## src/rtl/core/arhp_pkg.sv

```systemverilog
package arhp_pkg;

    typedef enum logic [2:0] {
        PH_MAGIC,
        PH_HEADER,
        PH_PAYLOAD,
        PH_PAD,
        PH_HALT
    } phase_t;

    typedef enum logic [2:0] {
        ST_OK          = 3'd0,
        ST_END         = 3'd1,
        ST_BAD_MAGIC   = 3'd2,
        ST_BAD_TRAILER = 3'd3,
        ST_TRUNC       = 3'd4
    } status_t;

    localparam int NAME_BYTES = 16;
    localparam int SIZE_W     = 34;
    localparam int FIELD_W    = 6;
    localparam int NCOUNT_W   = 5;
    localparam int DOFF_W     = 32;

    localparam int QUEUE_DEPTH = 4;
    localparam int QPTR_W      = 2;
    localparam int QCOUNT_W    = 3;

    localparam logic [FIELD_W-1:0]  MAGIC_LAST      = 6'd7;
    localparam logic [FIELD_W-1:0]  HDR_NAME_END    = 6'd16;
    localparam logic [FIELD_W-1:0]  HDR_SIZE_FIRST  = 6'd48;
    localparam logic [FIELD_W-1:0]  HDR_TRAILER0    = 6'd58;
    localparam logic [FIELD_W-1:0]  HDR_TRAILER1    = 6'd59;
    localparam logic [NCOUNT_W-1:0] NAME_FULL       = 5'd16;

    localparam logic [7:0] CH_NUL   = 8'h00;
    localparam logic [7:0] CH_SPACE = 8'h20;
    localparam logic [7:0] CH_SLASH = 8'h2F;
    localparam logic [7:0] CH_ZERO  = 8'h30;
    localparam logic [7:0] CH_NINE  = 8'h39;
    localparam logic [7:0] CH_GRAVE = 8'h60;
    localparam logic [7:0] CH_LF    = 8'h0A;

    function automatic logic [7:0] magic_byte(input logic [2:0] idx);
        logic [7:0] b;
        unique case (idx)
            3'd0: b = 8'h21;
            3'd1: b = 8'h3C;
            3'd2: b = 8'h61;
            3'd3: b = 8'h72;
            3'd4: b = 8'h63;
            3'd5: b = 8'h68;
            3'd6: b = 8'h3E;
            3'd7: b = 8'h0A;
            default: b = 8'h00;
        endcase
        return b;
    endfunction

    typedef struct packed {
        status_t             status;
        logic [63:0]         name_low;
        logic [63:0]         name_high;
        logic [NCOUNT_W-1:0] name_length;
        logic [SIZE_W-1:0]   member_size;
        logic [DOFF_W-1:0]   data_offset;
        logic                last;
    } result_t;

    typedef struct packed {
        logic [1:0] count;
        result_t    first;
        result_t    second;
    } step_t;

endpackage

```

## src/rtl/core/arhp_parser.sv

```systemverilog
module arhp_parser #(
    parameter int OFFSET_WIDTH = 32
) (
    input  logic                aclk,
    input  logic                aresetn,
    input  logic                in_valid,
    input  logic [7:0]          in_byte,
    input  logic                in_last,
    output arhp_pkg::step_t     step
);

    arhp_pkg::phase_t                    phase_reg, phase_next, phase_mid;
    logic [arhp_pkg::FIELD_W-1:0]        field_reg, field_next, field_mid;
    logic [1:0][63:0]                    name_reg, name_next;
    logic [arhp_pkg::NCOUNT_W-1:0]       ncount_reg, ncount_next;
    logic                                name_ended_reg, name_ended_next;
    logic [arhp_pkg::SIZE_W-1:0]         size_reg, size_next;
    logic                                digits_ended_reg, digits_ended_next;
    logic                                trail_ok_reg, trail_ok_next;
    logic [arhp_pkg::SIZE_W-1:0]         remain_reg, remain_next;
    logic                                pad_reg, pad_next;
    logic [OFFSET_WIDTH-1:0]             offset_reg, offset_next, offset_inc;
    logic [OFFSET_WIDTH+31:0]            offset_ext;
    logic [arhp_pkg::DOFF_W-1:0]         data_offset;
    logic                                start_header;
    logic [arhp_pkg::SIZE_W-1:0]         remain_dec;

    logic                                magic_bad;
    logic                                trailer_step;
    logic                                trailer_good;
    logic                                step_hit;
    arhp_pkg::status_t                   step_status;
    logic                                end_hit;
    arhp_pkg::status_t                   end_status;
    arhp_pkg::result_t                   res_step, res_end;

    assign offset_inc = (&offset_reg) ? offset_reg : offset_reg + 1'b1;
    assign offset_ext = {32'd0, offset_inc};
    assign data_offset = (|offset_ext[OFFSET_WIDTH+31:32]) ? '1 : offset_ext[31:0];
    assign remain_dec = remain_reg - 1'b1;

    assign magic_bad    = (phase_reg == arhp_pkg::PH_MAGIC) &&
                          (in_byte != arhp_pkg::magic_byte(field_reg[2:0]));
    assign trailer_step = (phase_reg == arhp_pkg::PH_HEADER) &&
                          (field_reg >= arhp_pkg::HDR_TRAILER1);
    assign trailer_good = trail_ok_reg && (in_byte == arhp_pkg::CH_LF);

    always_comb begin
        phase_mid         = phase_reg;
        field_mid         = field_reg;
        name_next         = name_reg;
        ncount_next       = ncount_reg;
        name_ended_next   = name_ended_reg;
        size_next         = size_reg;
        digits_ended_next = digits_ended_reg;
        trail_ok_next     = trail_ok_reg;
        remain_next       = remain_reg;
        pad_next          = pad_reg;
        offset_next       = offset_inc;
        start_header      = 1'b0;

        unique case (phase_reg)
            arhp_pkg::PH_MAGIC: begin
                if (magic_bad) begin
                    phase_mid = arhp_pkg::PH_HALT;
                end else if (field_reg >= arhp_pkg::MAGIC_LAST) begin
                    start_header = 1'b1;
                end else begin
                    field_mid = field_reg + 1'b1;
                end
            end
            arhp_pkg::PH_HEADER: begin
                if (field_reg < arhp_pkg::HDR_NAME_END) begin
                    if (!name_ended_reg) begin
                        if (in_byte == arhp_pkg::CH_SLASH || in_byte == arhp_pkg::CH_SPACE ||
                            in_byte == arhp_pkg::CH_NUL) begin
                            name_ended_next = 1'b1;
                        end else if (ncount_reg < arhp_pkg::NAME_FULL) begin
                            name_next[ncount_reg[3]][{ncount_reg[2:0], 3'b000} +: 8] = in_byte;
                            ncount_next = ncount_reg + 1'b1;
                        end
                    end
                end else if (field_reg >= arhp_pkg::HDR_SIZE_FIRST &&
                             field_reg < arhp_pkg::HDR_TRAILER0) begin
                    if (!digits_ended_reg) begin
                        if (in_byte >= arhp_pkg::CH_ZERO && in_byte <= arhp_pkg::CH_NINE) begin
                            size_next = (size_reg << 3) + (size_reg << 1) +
                                        arhp_pkg::SIZE_W'(in_byte - arhp_pkg::CH_ZERO);
                        end else begin
                            digits_ended_next = 1'b1;
                        end
                    end
                end else if (field_reg == arhp_pkg::HDR_TRAILER0) begin
                    trail_ok_next = (in_byte == arhp_pkg::CH_GRAVE);
                end
                if (trailer_step) begin
                    if (trailer_good) begin
                        remain_next = size_reg;
                        pad_next    = size_reg[0];
                        if (size_reg != '0) begin
                            phase_mid = arhp_pkg::PH_PAYLOAD;
                            field_mid = '0;
                        end else begin
                            start_header = 1'b1;
                        end
                    end else begin
                        phase_mid = arhp_pkg::PH_HALT;
                    end
                end else begin
                    field_mid = field_reg + 1'b1;
                end
            end
            arhp_pkg::PH_PAYLOAD: begin
                remain_next = (remain_reg != '0) ? remain_dec : remain_reg;
                if (remain_reg <= arhp_pkg::SIZE_W'(1)) begin
                    if (pad_reg) begin
                        phase_mid = arhp_pkg::PH_PAD;
                        field_mid = '0;
                    end else begin
                        start_header = 1'b1;
                    end
                end
            end
            arhp_pkg::PH_PAD: begin
                pad_next     = 1'b0;
                start_header = 1'b1;
            end
            default: begin
                phase_mid = arhp_pkg::PH_HALT;
            end
        endcase

        if (start_header) begin
            phase_mid         = arhp_pkg::PH_HEADER;
            field_mid         = '0;
            name_next         = '0;
            ncount_next       = '0;
            name_ended_next   = 1'b0;
            size_next         = '0;
            digits_ended_next = 1'b0;
            trail_ok_next     = 1'b0;
        end

        phase_next = phase_mid;
        field_next = field_mid;
        if (in_last) begin
            phase_next        = arhp_pkg::PH_MAGIC;
            field_next        = '0;
            name_next         = '0;
            ncount_next       = '0;
            name_ended_next   = 1'b0;
            size_next         = '0;
            digits_ended_next = 1'b0;
            trail_ok_next     = 1'b0;
            remain_next       = '0;
            pad_next          = 1'b0;
            offset_next       = '0;
        end
    end

    always_comb begin
        step_hit    = magic_bad || trailer_step;
        step_status = magic_bad ? arhp_pkg::ST_BAD_MAGIC :
                      (trailer_good ? arhp_pkg::ST_OK : arhp_pkg::ST_BAD_TRAILER);
        end_hit     = in_last && (phase_mid != arhp_pkg::PH_HALT);
        end_status  = (phase_mid == arhp_pkg::PH_HEADER && field_mid == '0) ?
                      arhp_pkg::ST_END : arhp_pkg::ST_TRUNC;

        res_step        = '0;
        res_step.status = step_status;
        res_step.last   = !end_hit;
        if (step_status == arhp_pkg::ST_OK) begin
            res_step.name_low    = name_reg[0];
            res_step.name_high   = name_reg[1];
            res_step.name_length = ncount_reg;
            res_step.member_size = size_reg;
            res_step.data_offset = data_offset;
        end

        res_end        = '0;
        res_end.status = end_status;
        res_end.last   = 1'b1;

        step = '0;
        if (in_valid) begin
            priority if (step_hit && end_hit) begin
                step.count  = 2'd2;
                step.first  = res_step;
                step.second = res_end;
            end else if (step_hit) begin
                step.count = 2'd1;
                step.first = res_step;
            end else if (end_hit) begin
                step.count = 2'd1;
                step.first = res_end;
            end else begin
                step.count = 2'd0;
            end
        end
    end

    always_ff @(posedge aclk) begin
        if (!aresetn) begin
            phase_reg        <= arhp_pkg::PH_MAGIC;
            field_reg        <= '0;
            name_reg         <= '0;
            ncount_reg       <= '0;
            name_ended_reg   <= 1'b0;
            size_reg         <= '0;
            digits_ended_reg <= 1'b0;
            trail_ok_reg     <= 1'b0;
            remain_reg       <= '0;
            pad_reg          <= 1'b0;
            offset_reg       <= '0;
        end else if (in_valid) begin
            phase_reg        <= phase_next;
            field_reg        <= field_next;
            name_reg         <= name_next;
            ncount_reg       <= ncount_next;
            name_ended_reg   <= name_ended_next;
            size_reg         <= size_next;
            digits_ended_reg <= digits_ended_next;
            trail_ok_reg     <= trail_ok_next;
            remain_reg       <= remain_next;
            pad_reg          <= pad_next;
            offset_reg       <= offset_next;
        end
    end

    a_halt_silent: assert property (@(posedge aclk) disable iff (!aresetn)
        in_valid && phase_reg == arhp_pkg::PH_HALT && !in_last |-> step.count == 2'd0)
        else $error("halted parser produced a result");

    a_last_restarts: assert property (@(posedge aclk) disable iff (!aresetn)
        in_valid && in_last |=> phase_reg == arhp_pkg::PH_MAGIC && offset_reg == '0)
        else $error("parser did not restart after final byte");

    a_pair_order: assert property (@(posedge aclk) disable iff (!aresetn)
        step.count == 2'd2 |-> step.first.status == arhp_pkg::ST_OK &&
                               !step.first.last && step.second.last)
        else $error("two results must be a header followed by an end report");

    a_count_range: assert property (@(posedge aclk) disable iff (!aresetn)
        step.count != 2'd3)
        else $error("more than two results for one item");

endmodule

```

## src/rtl/core/ar_archive_header_parser.sv

```systemverilog
// Channel  | Valid/Ready         | Data                       | Marker
// input    | s_tvalid / s_tready | s_tdata: byte_value        | s_tlast: last_byte
// result   | m_tvalid / m_tready | m_tdata: header fields     | m_tuser: status, m_tlast
//
// One byte is taken per cycle while s_tready is high; the parser updates its state in the cycle of acceptance.
// A byte yields zero, one or two results, written into a four-entry result queue.
// s_tready is high while the queue holds two entries or fewer, so input keeps flowing
// while a result waits on m_tready; results leave at one per cycle while m_tready is high.
// aresetn is synchronous and active low; it empties the queue and restarts at the magic.
module ar_archive_header_parser #(
    parameter int OFFSET_WIDTH = 32
) (
    input  logic         aclk,
    input  logic         aresetn,

    input  logic         s_tvalid,
    output logic         s_tready,
    input  logic [7:0]   s_tdata,   // [7:0] byte_value
    input  logic         s_tlast,

    output logic         m_tvalid,
    input  logic         m_tready,
    output logic [199:0] m_tdata,   // [63:0] name_low, [127:64] name_high,
                                    // [132:128] name_length, [166:133] member_size,
                                    // [198:167] data_offset, [199] zero
    output logic [2:0]   m_tuser,   // [2:0] status
    output logic         m_tlast
);

    arhp_pkg::step_t                 step;
    arhp_pkg::result_t               q_mem [arhp_pkg::QUEUE_DEPTH];
    arhp_pkg::result_t               head;
    logic [arhp_pkg::QPTR_W-1:0]     wr_ptr_reg, wr_ptr_next;
    logic [arhp_pkg::QPTR_W-1:0]     rd_ptr_reg, rd_ptr_next;
    logic [arhp_pkg::QCOUNT_W-1:0]   count_reg, count_next;
    logic                            s_accept;
    logic                            m_accept;

    assign s_tready = (count_reg <= arhp_pkg::QCOUNT_W'(arhp_pkg::QUEUE_DEPTH - 2));
    assign s_accept = s_tvalid && s_tready;
    assign m_tvalid = (count_reg != '0);
    assign m_accept = m_tvalid && m_tready;

    arhp_parser #(
        .OFFSET_WIDTH(OFFSET_WIDTH)
    ) u_parser (
        .aclk    (aclk),
        .aresetn (aresetn),
        .in_valid(s_accept),
        .in_byte (s_tdata),
        .in_last (s_tlast),
        .step    (step)
    );

    always_comb begin
        wr_ptr_next = wr_ptr_reg + arhp_pkg::QPTR_W'(step.count);
        rd_ptr_next = rd_ptr_reg + arhp_pkg::QPTR_W'(m_accept);
        count_next  = count_reg + arhp_pkg::QCOUNT_W'(step.count) -
                      arhp_pkg::QCOUNT_W'(m_accept);
    end

    always_ff @(posedge aclk) begin
        if (step.count != 2'd0) begin
            q_mem[wr_ptr_reg] <= step.first;
        end
        if (step.count == 2'd2) begin
            q_mem[wr_ptr_reg + 1'b1] <= step.second;
        end
    end

    always_ff @(posedge aclk) begin
        if (!aresetn) begin
            wr_ptr_reg <= '0;
            rd_ptr_reg <= '0;
            count_reg  <= '0;
        end else begin
            wr_ptr_reg <= wr_ptr_next;
            rd_ptr_reg <= rd_ptr_next;
            count_reg  <= count_next;
        end
    end

    assign head    = q_mem[rd_ptr_reg];
    assign m_tdata = {1'b0, head.data_offset, head.member_size, head.name_length,
                      head.name_high, head.name_low};
    assign m_tuser = head.status;
    assign m_tlast = head.last;

    a_queue_bound: assert property (@(posedge aclk) disable iff (!aresetn)
        count_reg <= arhp_pkg::QCOUNT_W'(arhp_pkg::QUEUE_DEPTH))
        else $error("result queue overflow");

    a_no_push_when_full: assert property (@(posedge aclk) disable iff (!aresetn)
        step.count != 2'd0 |-> s_accept)
        else $error("result produced without an accepted item");

    a_pop_only: assert property (@(posedge aclk) disable iff (!aresetn)
        m_accept && step.count == 2'd0 |=> count_reg == $past(count_reg) - 1'b1)
        else $error("queue count did not drop after a pop");

endmodule

```

## config.mk

```make
export PLATFORM = sky130hd
export DESIGN_NAME = ar_archive_header_parser
export DESIGN_NICKNAME = d
export VERILOG_FILES = /design/src/rtl/core/arhp_pkg.sv /design/src/rtl/core/arhp_parser.sv /design/src/rtl/core/ar_archive_header_parser.sv
export SDC_FILE = /design/constraint.sdc
export NUM_CORES = 2
export LEC_CHECK = 0
export ABC_AREA = 0
export BUFFER_PORTS_ARGS = -buffer_cell sky130_fd_sc_hd__buf_2
export CAP_MARGIN = 20
export CORE_UTILIZATION = 45
export DETAILED_ROUTE_END_ITERATION = 10
export PLACE_DENSITY = 0.59
export SLEW_MARGIN = 20
export SYNTH_ARGS = -nofsm -noshare
export SYNTH_HDL_FRONTEND = slang
export SYNTH_SLANG_ARGS = --single-unit
```

## constraint.sdc

```tcl
create_clock -name aclk -period 9.9 [get_ports aclk]
set_clock_uncertainty 0.05 [all_clocks]
set_input_delay 1.98 -clock aclk [delete_from_list [all_inputs] [get_ports aclk]]
set_output_delay 1.98 -clock aclk [all_outputs]
set_load 0.05 [all_outputs]
```

## Word-level counts from Yosys, hierarchy flattened

Memory sizes are Yosys's and may differ from the RTL's. A register that Yosys moved wholly into a read port is not among the register bits.
Index checks and enable logic that the tools add are counted.

- Memory bits (read-only): 56
- Bits in writable memories: 812
- Word-level logic and storage cells: 201
- Memories: 2
- Bits in registers: 253

- Equality and inequality tests: 20
- $add $sub $neg: 13
- Mux-type cells: 98
- Reduce and logical (&&, ||, !) cells: 39
- Order comparisons: 12
- Shifts and indexed selects: 2

Memory list:

| memory | depth | bits a word | rd ports | clocked after Yosys merged registers in | write ports | RTL line | text |
|---|---|---|---|---|---|---|---|
| q_mem | 4 | 203 | 1 | 1 | 2 | ar_archive_header_parser.sv:31 | `arhp_pkg::result_t q_mem [arhp_pkg::QUEUE_DEPTH];` |
| (no name shown) | 8 | 7 | 1 | 1 | 0 | arhp_pkg.sv:46 | `unique case (idx)` |

Operators with widths:

| kind | number |
|---|---|
| $mux W128 | 7 |
| $mux W205 | 2 |
| $mux W408 | 1 |
| $mux W203 | 2 |
| $mux W34 | 11 |
| $mux W199 | 1 |
| $bwmux W128 | 1 |
| $add A34 B34 Y34 | 2 |
| $pmux W34 S2 | 1 |
| $reduce_bool A34 Y1 | 2 |
| $demux W64 S1 | 1 |
| $mux W32 | 2 |
| $mux W64 | 1 |
| $shift A8 B8 Y64 const A | 1 |
| $shiftx A8 B8 Y64 | 1 |
| $mux W6 | 9 |
| $mux W3 | 12 |
| $mux W5 | 7 |
| $le A34 B1 Y1 const B | 1 |
| $mux W1 | 34 |
| $sub A34 B1 Y34 const B | 1 |
| $add A32 B1 Y32 const B | 1 |
| $reduce_and A32 Y1 | 1 |
| $reduce_bool A3 Y1 | 9 |
| 45 further kinds | 73 |

## Longest topological paths before layout

- Depth after elaboration: 16
- Mapped depth: 16
- Gate-level depth less buffers: 16

## Cells and area by module

Synthesis repeated with hierarchy kept, for this count alone.

- Cells, all modules: 4113
- Area, all modules: 55832.3 sq um

By module, submodules not included:

| module | area each (sq um) | times used | cells each |
|---|---|---|---|
| ar_archive_header_parser | 39316.5 | 1 | 2012 |
| arhp_parser | 16515.8 | 1 | 2101 |

## Least setup slack after synthesis

Ideal clock, no wire load.

- Path kind: input port to flip-flop
- From: input port s_tdata[4]
- To: register u_parser.size_reg[30] (netlist bit)
- Slack: 2216 ps
- Arrival: 7516 ps
- Stages on the path: 13
- Path buffers: 0
- Cell sequence: ha_1 > nor3_1 > fa_1 > ha_1 > a21oi_1 > nor2_1 > a2111oi_0 > o31ai_1 > a311o_1 > nand2_1 > o21ai_0 > a211o_1 > a32o_1

- Cells in the longest elaborated chain, start to end: 9
- Elaborated cells on any way between the ends: 26
- Those cells by class: add/sub: 2; order compare: 2; eq/ne: 4; mux: 11; reduce/logical: 7

Ends and longest elaborated chain:

| what | RTL line | text |
|---|---|---|
| start, declared | ar_archive_header_parser.sv:18 | `input logic [7:0] s_tdata,` |
| $sub A8 B6 Y9 | arhp_parser.sv:88 | `arhp_pkg::SIZE_W'(in_byte - arhp_pkg::CH_ZERO);` |
| $add A34 B34 Y34 | arhp_parser.sv:87 | `size_next = (size_reg << 3) + (size_reg << 1) +` |
| $mux W34 | arhp_parser.sv:86 | `if (in_byte >= arhp_pkg::CH_ZERO && in_byte <= arhp_pkg::CH_NINE) begin` |
| $mux W34 | arhp_parser.sv:85 | `if (!digits_ended_reg) begin` |
| $mux W34 | arhp_parser.sv:83 | `end else if (field_reg >= arhp_pkg::HDR_SIZE_FIRST &&` |
| $mux W34 | arhp_parser.sv:73 | `if (field_reg < arhp_pkg::HDR_NAME_END) begin` |
| $mux W34 | arhp_parser.sv:62 | `unique case (phase_reg)` |
| $mux W34 | arhp_parser.sv:133 | `if (start_header) begin` |
| $mux W34 | arhp_parser.sv:146 | `if (in_last) begin` |
| end signal, assigned | arhp_parser.sv:221 | `size_reg <= size_next;` |
| end, declared | arhp_parser.sv:17 | `logic [arhp_pkg::SIZE_W-1:0] size_reg, size_next;` |

Parallel ways exist; a longest one is shown, timed or not. The select of a mux whose other input is x is not followed.
A chain may end at the register's enable or synchronous reset.

==> results.toml <==
[min_path]
hold_class = "flop to flop"

[cells_and_area]
syn_to_final_growth_pct = 12.5
drive_above_1_share_pct = 17.3
finalNetCount = 4125
diodes = 0
finalInstanceArea_sq_um = 48800
post-route-util_pct = 51.2
layout.cells.non_filler = 5375
largest_reg_flops = 812

[synth]
syn_nets = 4072
synthCells = 3975
syn-cell-area_sq_um = 43400
synth_edf_count = 12
synth_area_per_cell_sq_um = 10.9
async_reset_ff_share_pct = 0
ys.flop_type = "dfxtp_1"
ys_ff_latch = 1072
yosysWarningCount = 0
ys_seq_area_share_pct = 49.8
synth_cell_types = 89

[cts]
cts_tree = "yes"
post_cts_buffers = 0
clockBufferDepth = 3
insertion_delay_ns = 0.70
holdBufCountCts = 0
numCtsBuffers = 112
clk_transition_reported_paths_ns = 0.06
htreeDepth = 3
cts.sinks = 1072
post_cts_resized = 0
root_buffer = "clkbuf_16"

[route]
drc = 0
vias = 32600
wl_per_cell_microns = 23.5
routed_wl_mm = 126
antenna_left = 0
drt_iter0_markers = 2903
firstDrtPassIters = 5
drt-vias-per-instance = 6.06

[timing]
finalSetupViolCount = 0
fmax_mhz = 174
tightest_slew_ns = 1.13
slew_viol_final = 0
final.setup.tns_ns = 0
hold_viol = 0
post-route-min-period_ns = 5.76
finalCritPeriodShare_pct = 58.1
timing.final.ws_setup_ns = 4.14
max-slew-margin-rel_pct = 24.1
rsz0062_at_grt = "no"

[pwr]
switching_share_pct = 27.5
clkPwrFrac_pct = 42.0
p_leak_uw = 0.0185
power_frac_comb_pct = 12.3
ir_worst_vdd_mv = 0.150
switching_power_uw = 2670
seq_power_share_pct = 45.7
powerDensity_nw_per_um2 = 199
p_int_uw = 7040

[critical_path]
worstSetupStartpointType = "input pin"
r2r_end = "q_mem[0][157]$_SDFFE_PP0P_"
critPathKind = "input pin to flop"
reg2reg_from = "u_parser.phase_reg[0]$_SDFFE_PN0P_"
endpoint_kind = "flop"
rr_worst_depth = 12
cp_max_fo = 53
r2r_slack_ns = 5.06
cp_data_required_time_ns = 10.48
cp-endpoint = "q_mem[0][157]$_SDFFE_PP0P_"
crit_start = "s_tdata[4]"
worstPathArrival_ns = 6.34

[global_routing]
grt_max_degree = 142
antenna_found_initial = 5
overflow = 0
track_usage_pct = 25.3
grt_pass1_wl_mm = 194
grt_pass1_vias = 31400

[floorplan]
row_count = 113
ios = 219
start_util_pct = 45.5
fp.coreArea_sq_um = 95300
die_y_microns = 312
die_w_microns = 312
dieArea_sq_um = 97600

[place]
dp_hpwl_mm = 72.1
routabilityCongestion = 0.834
numPortBuffers = 217
place_ws_ns = 3.48
placed_area_sq_um = 45200
place_inst = 5179

[run]
drv_cap = 0

[outcome]
outcome = "completed"
-- cell families after synthesis --
group,count (synthesis),share of synthesized area (%)
AOI/OAI and AO/OA,1279,21.4
DFF,1072,49.8
and+or+nand+nor,846,9.41
buffers and inverters,383,3.62
muxes,231,11.2
adders and majority gates,84,2.98
xor gates and xnor gates,79,1.60
other,1,0.00865
-- area by class of cell --
cell class,count,area (sq um)
multi-input cells,2520,20300
repair buffers,271,1570
clock inverters,39,335
well taps,1265,1580
inverters,51,191
fillers,8624,46500
flip-flops and latches,1072,21600
clock buffers,157,3210
-- cells in the mapped netlist, types with 5 or more instances --
cell type | number | area [sq um]
inv_1 | 50 | 188
a211oi_1 | 7 | 52.6
a22oi_1 | 24 | 180
a21o_1 | 13 | 97.6
o22ai_1 | 12 | 75.1
nand3_2 | 6 | 60.1
mux2i_1 | 25 | 250
or3_1 | 16 | 100
a2111oi_0 | 5 | 43.8
mux4_2 | 203 | 4570
buf_6 | 5 | 56.3
o21bai_1 | 7 | 52.6
o21a_1 | 5 | 37.5
o21ai_1 | 55 | 275
nor2_2 | 5 | 31.3
xnor2_1 | 40 | 350
nand4_1 | 19 | 119
a21oi_1 | 101 | 505
dfxtp_1 | 1060 | 21200
buf_1 | 41 | 154
nor3_1 | 45 | 225
and3_1 | 16 | 100
nand2b_1 | 13 | 81.3
nand3_1 | 164 | 821
fa_1 | 32 | 641
and2_1 | 19 | 119
nand2_1 | 286 | 1070
o221a_2 | 5 | 56.3
edfxtp_1 | 12 | 360
o21ai_0 | 314 | 1570
nor2b_1 | 15 | 93.8
o31ai_1 | 10 | 75.1
o211ai_1 | 6 | 45.0
a22o_1 | 657 | 5750
ha_1 | 52 | 651
nor2_1 | 171 | 642
nor4_1 | 27 | 169
xor2_1 | 39 | 342
or4_1 | 6 | 45.0
buf_2 | 66 | 330
o21ai_2 | 8 | 70.1
clkbuf_1 | 217 | 815
a31oi_1 | 19 | 119
-- worst max-delay path, cell delays in order --
cell and delay, ns:
buf_2 0.16, inv_1 0.10, ha_1 0.17, nor4bb_1 0.33
nand4_1 0.32, a21oi_1 0.25, nor2b_1 0.16, ha_1 0.27
nor2_1 0.10, nor2_1 0.19, nand2_1 0.50, nor2_4 0.80
buf_4 0.74, a22o_1 0.23
-- worst min-delay path by stage --
stage	slack, ns	cells past startpoint	from	endpoint
3_5_place_dp	0.39	2	q_mem[3][11]$_SDFFE_PP0P_	q_mem[3][11]$_SDFFE_PP0P_
5_1_grt	0.42	2	q_mem[2][5]$_SDFFE_PP0P_	q_mem[2][5]$_SDFFE_PP0P_
2_1_floorplan	0.37	2	q_mem[2][14]$_SDFFE_PP0P_	q_mem[2][14]$_SDFFE_PP0P_
3_3_place_gp	0.38	2	q_mem[3][201]$_SDFFE_PP0P_	q_mem[3][201]$_SDFFE_PP0P_
6_report	0.39	2	q_mem[3][11]$_SDFFE_PP0P_	q_mem[3][11]$_SDFFE_PP0P_
4_1_cts	0.40	2	q_mem[3][11]$_SDFFE_PP0P_	q_mem[3][11]$_SDFFE_PP0P_
-- per-layer routing --
layer	track usage (%)	wire length, microns	vias to the layer above	part of all wire [%]
li1	-	-	15100	-
met1	36.3	58600	16400	46
met2	39.6	57900	927	46
met3	3.90	7180	161	5.7
met4	6.63	2530	2	2.0
met5	0	13	-	0.010
-- power groups by stage --
stage / Clock, uW / Combinational, uW / Sequential, uW
CTS: 4170 / 1210 / 4440
finish: 4080 / 1200 / 4440
global placement: 0 / 1200 / 4530
global route: 4360 / 1290 / 4440
floorplan: 0 / 885 / 4470
detailed placement: 0 / 1210 / 4530
-- through the flow --
step           power [uW]  hold WS (ns)
2_1_floorplan        5360         0.370
3_3_place_gp         5730         0.378
3_5_place_dp         5740         0.387
4_1_cts              9810         0.401
5_1_grt             10100         0.420
6_report             9710         0.395
-- cell usage in the layout, fill, tap and decap left out, types with 13 or more instances in the layout --
master and count:
a21o_1 13, a21oi_1 99, a22o_1 657, a22oi_1 24, a31oi_1 19, and2_1 18
and3_1 16, buf_2 217, buf_4 48, clkbuf_1 22, clkbuf_16 113, clkbuf_8 22
clkinv_2 25, dfxtp_1 1058, fa_1 32, ha_1 52, inv_1 49, mux2i_1 25
mux4_2 203, nand2_1 286, nand2b_1 13, nand3_1 162, nand4_1 19, nor2_1 168
nor2b_1 15, nor3_1 44, nor4_1 26, o21ai_0 314, o21ai_1 55, or3_1 16
xnor2_1 40, xor2_1 39
Note: power is estimated with default switching activity, not from simulation.
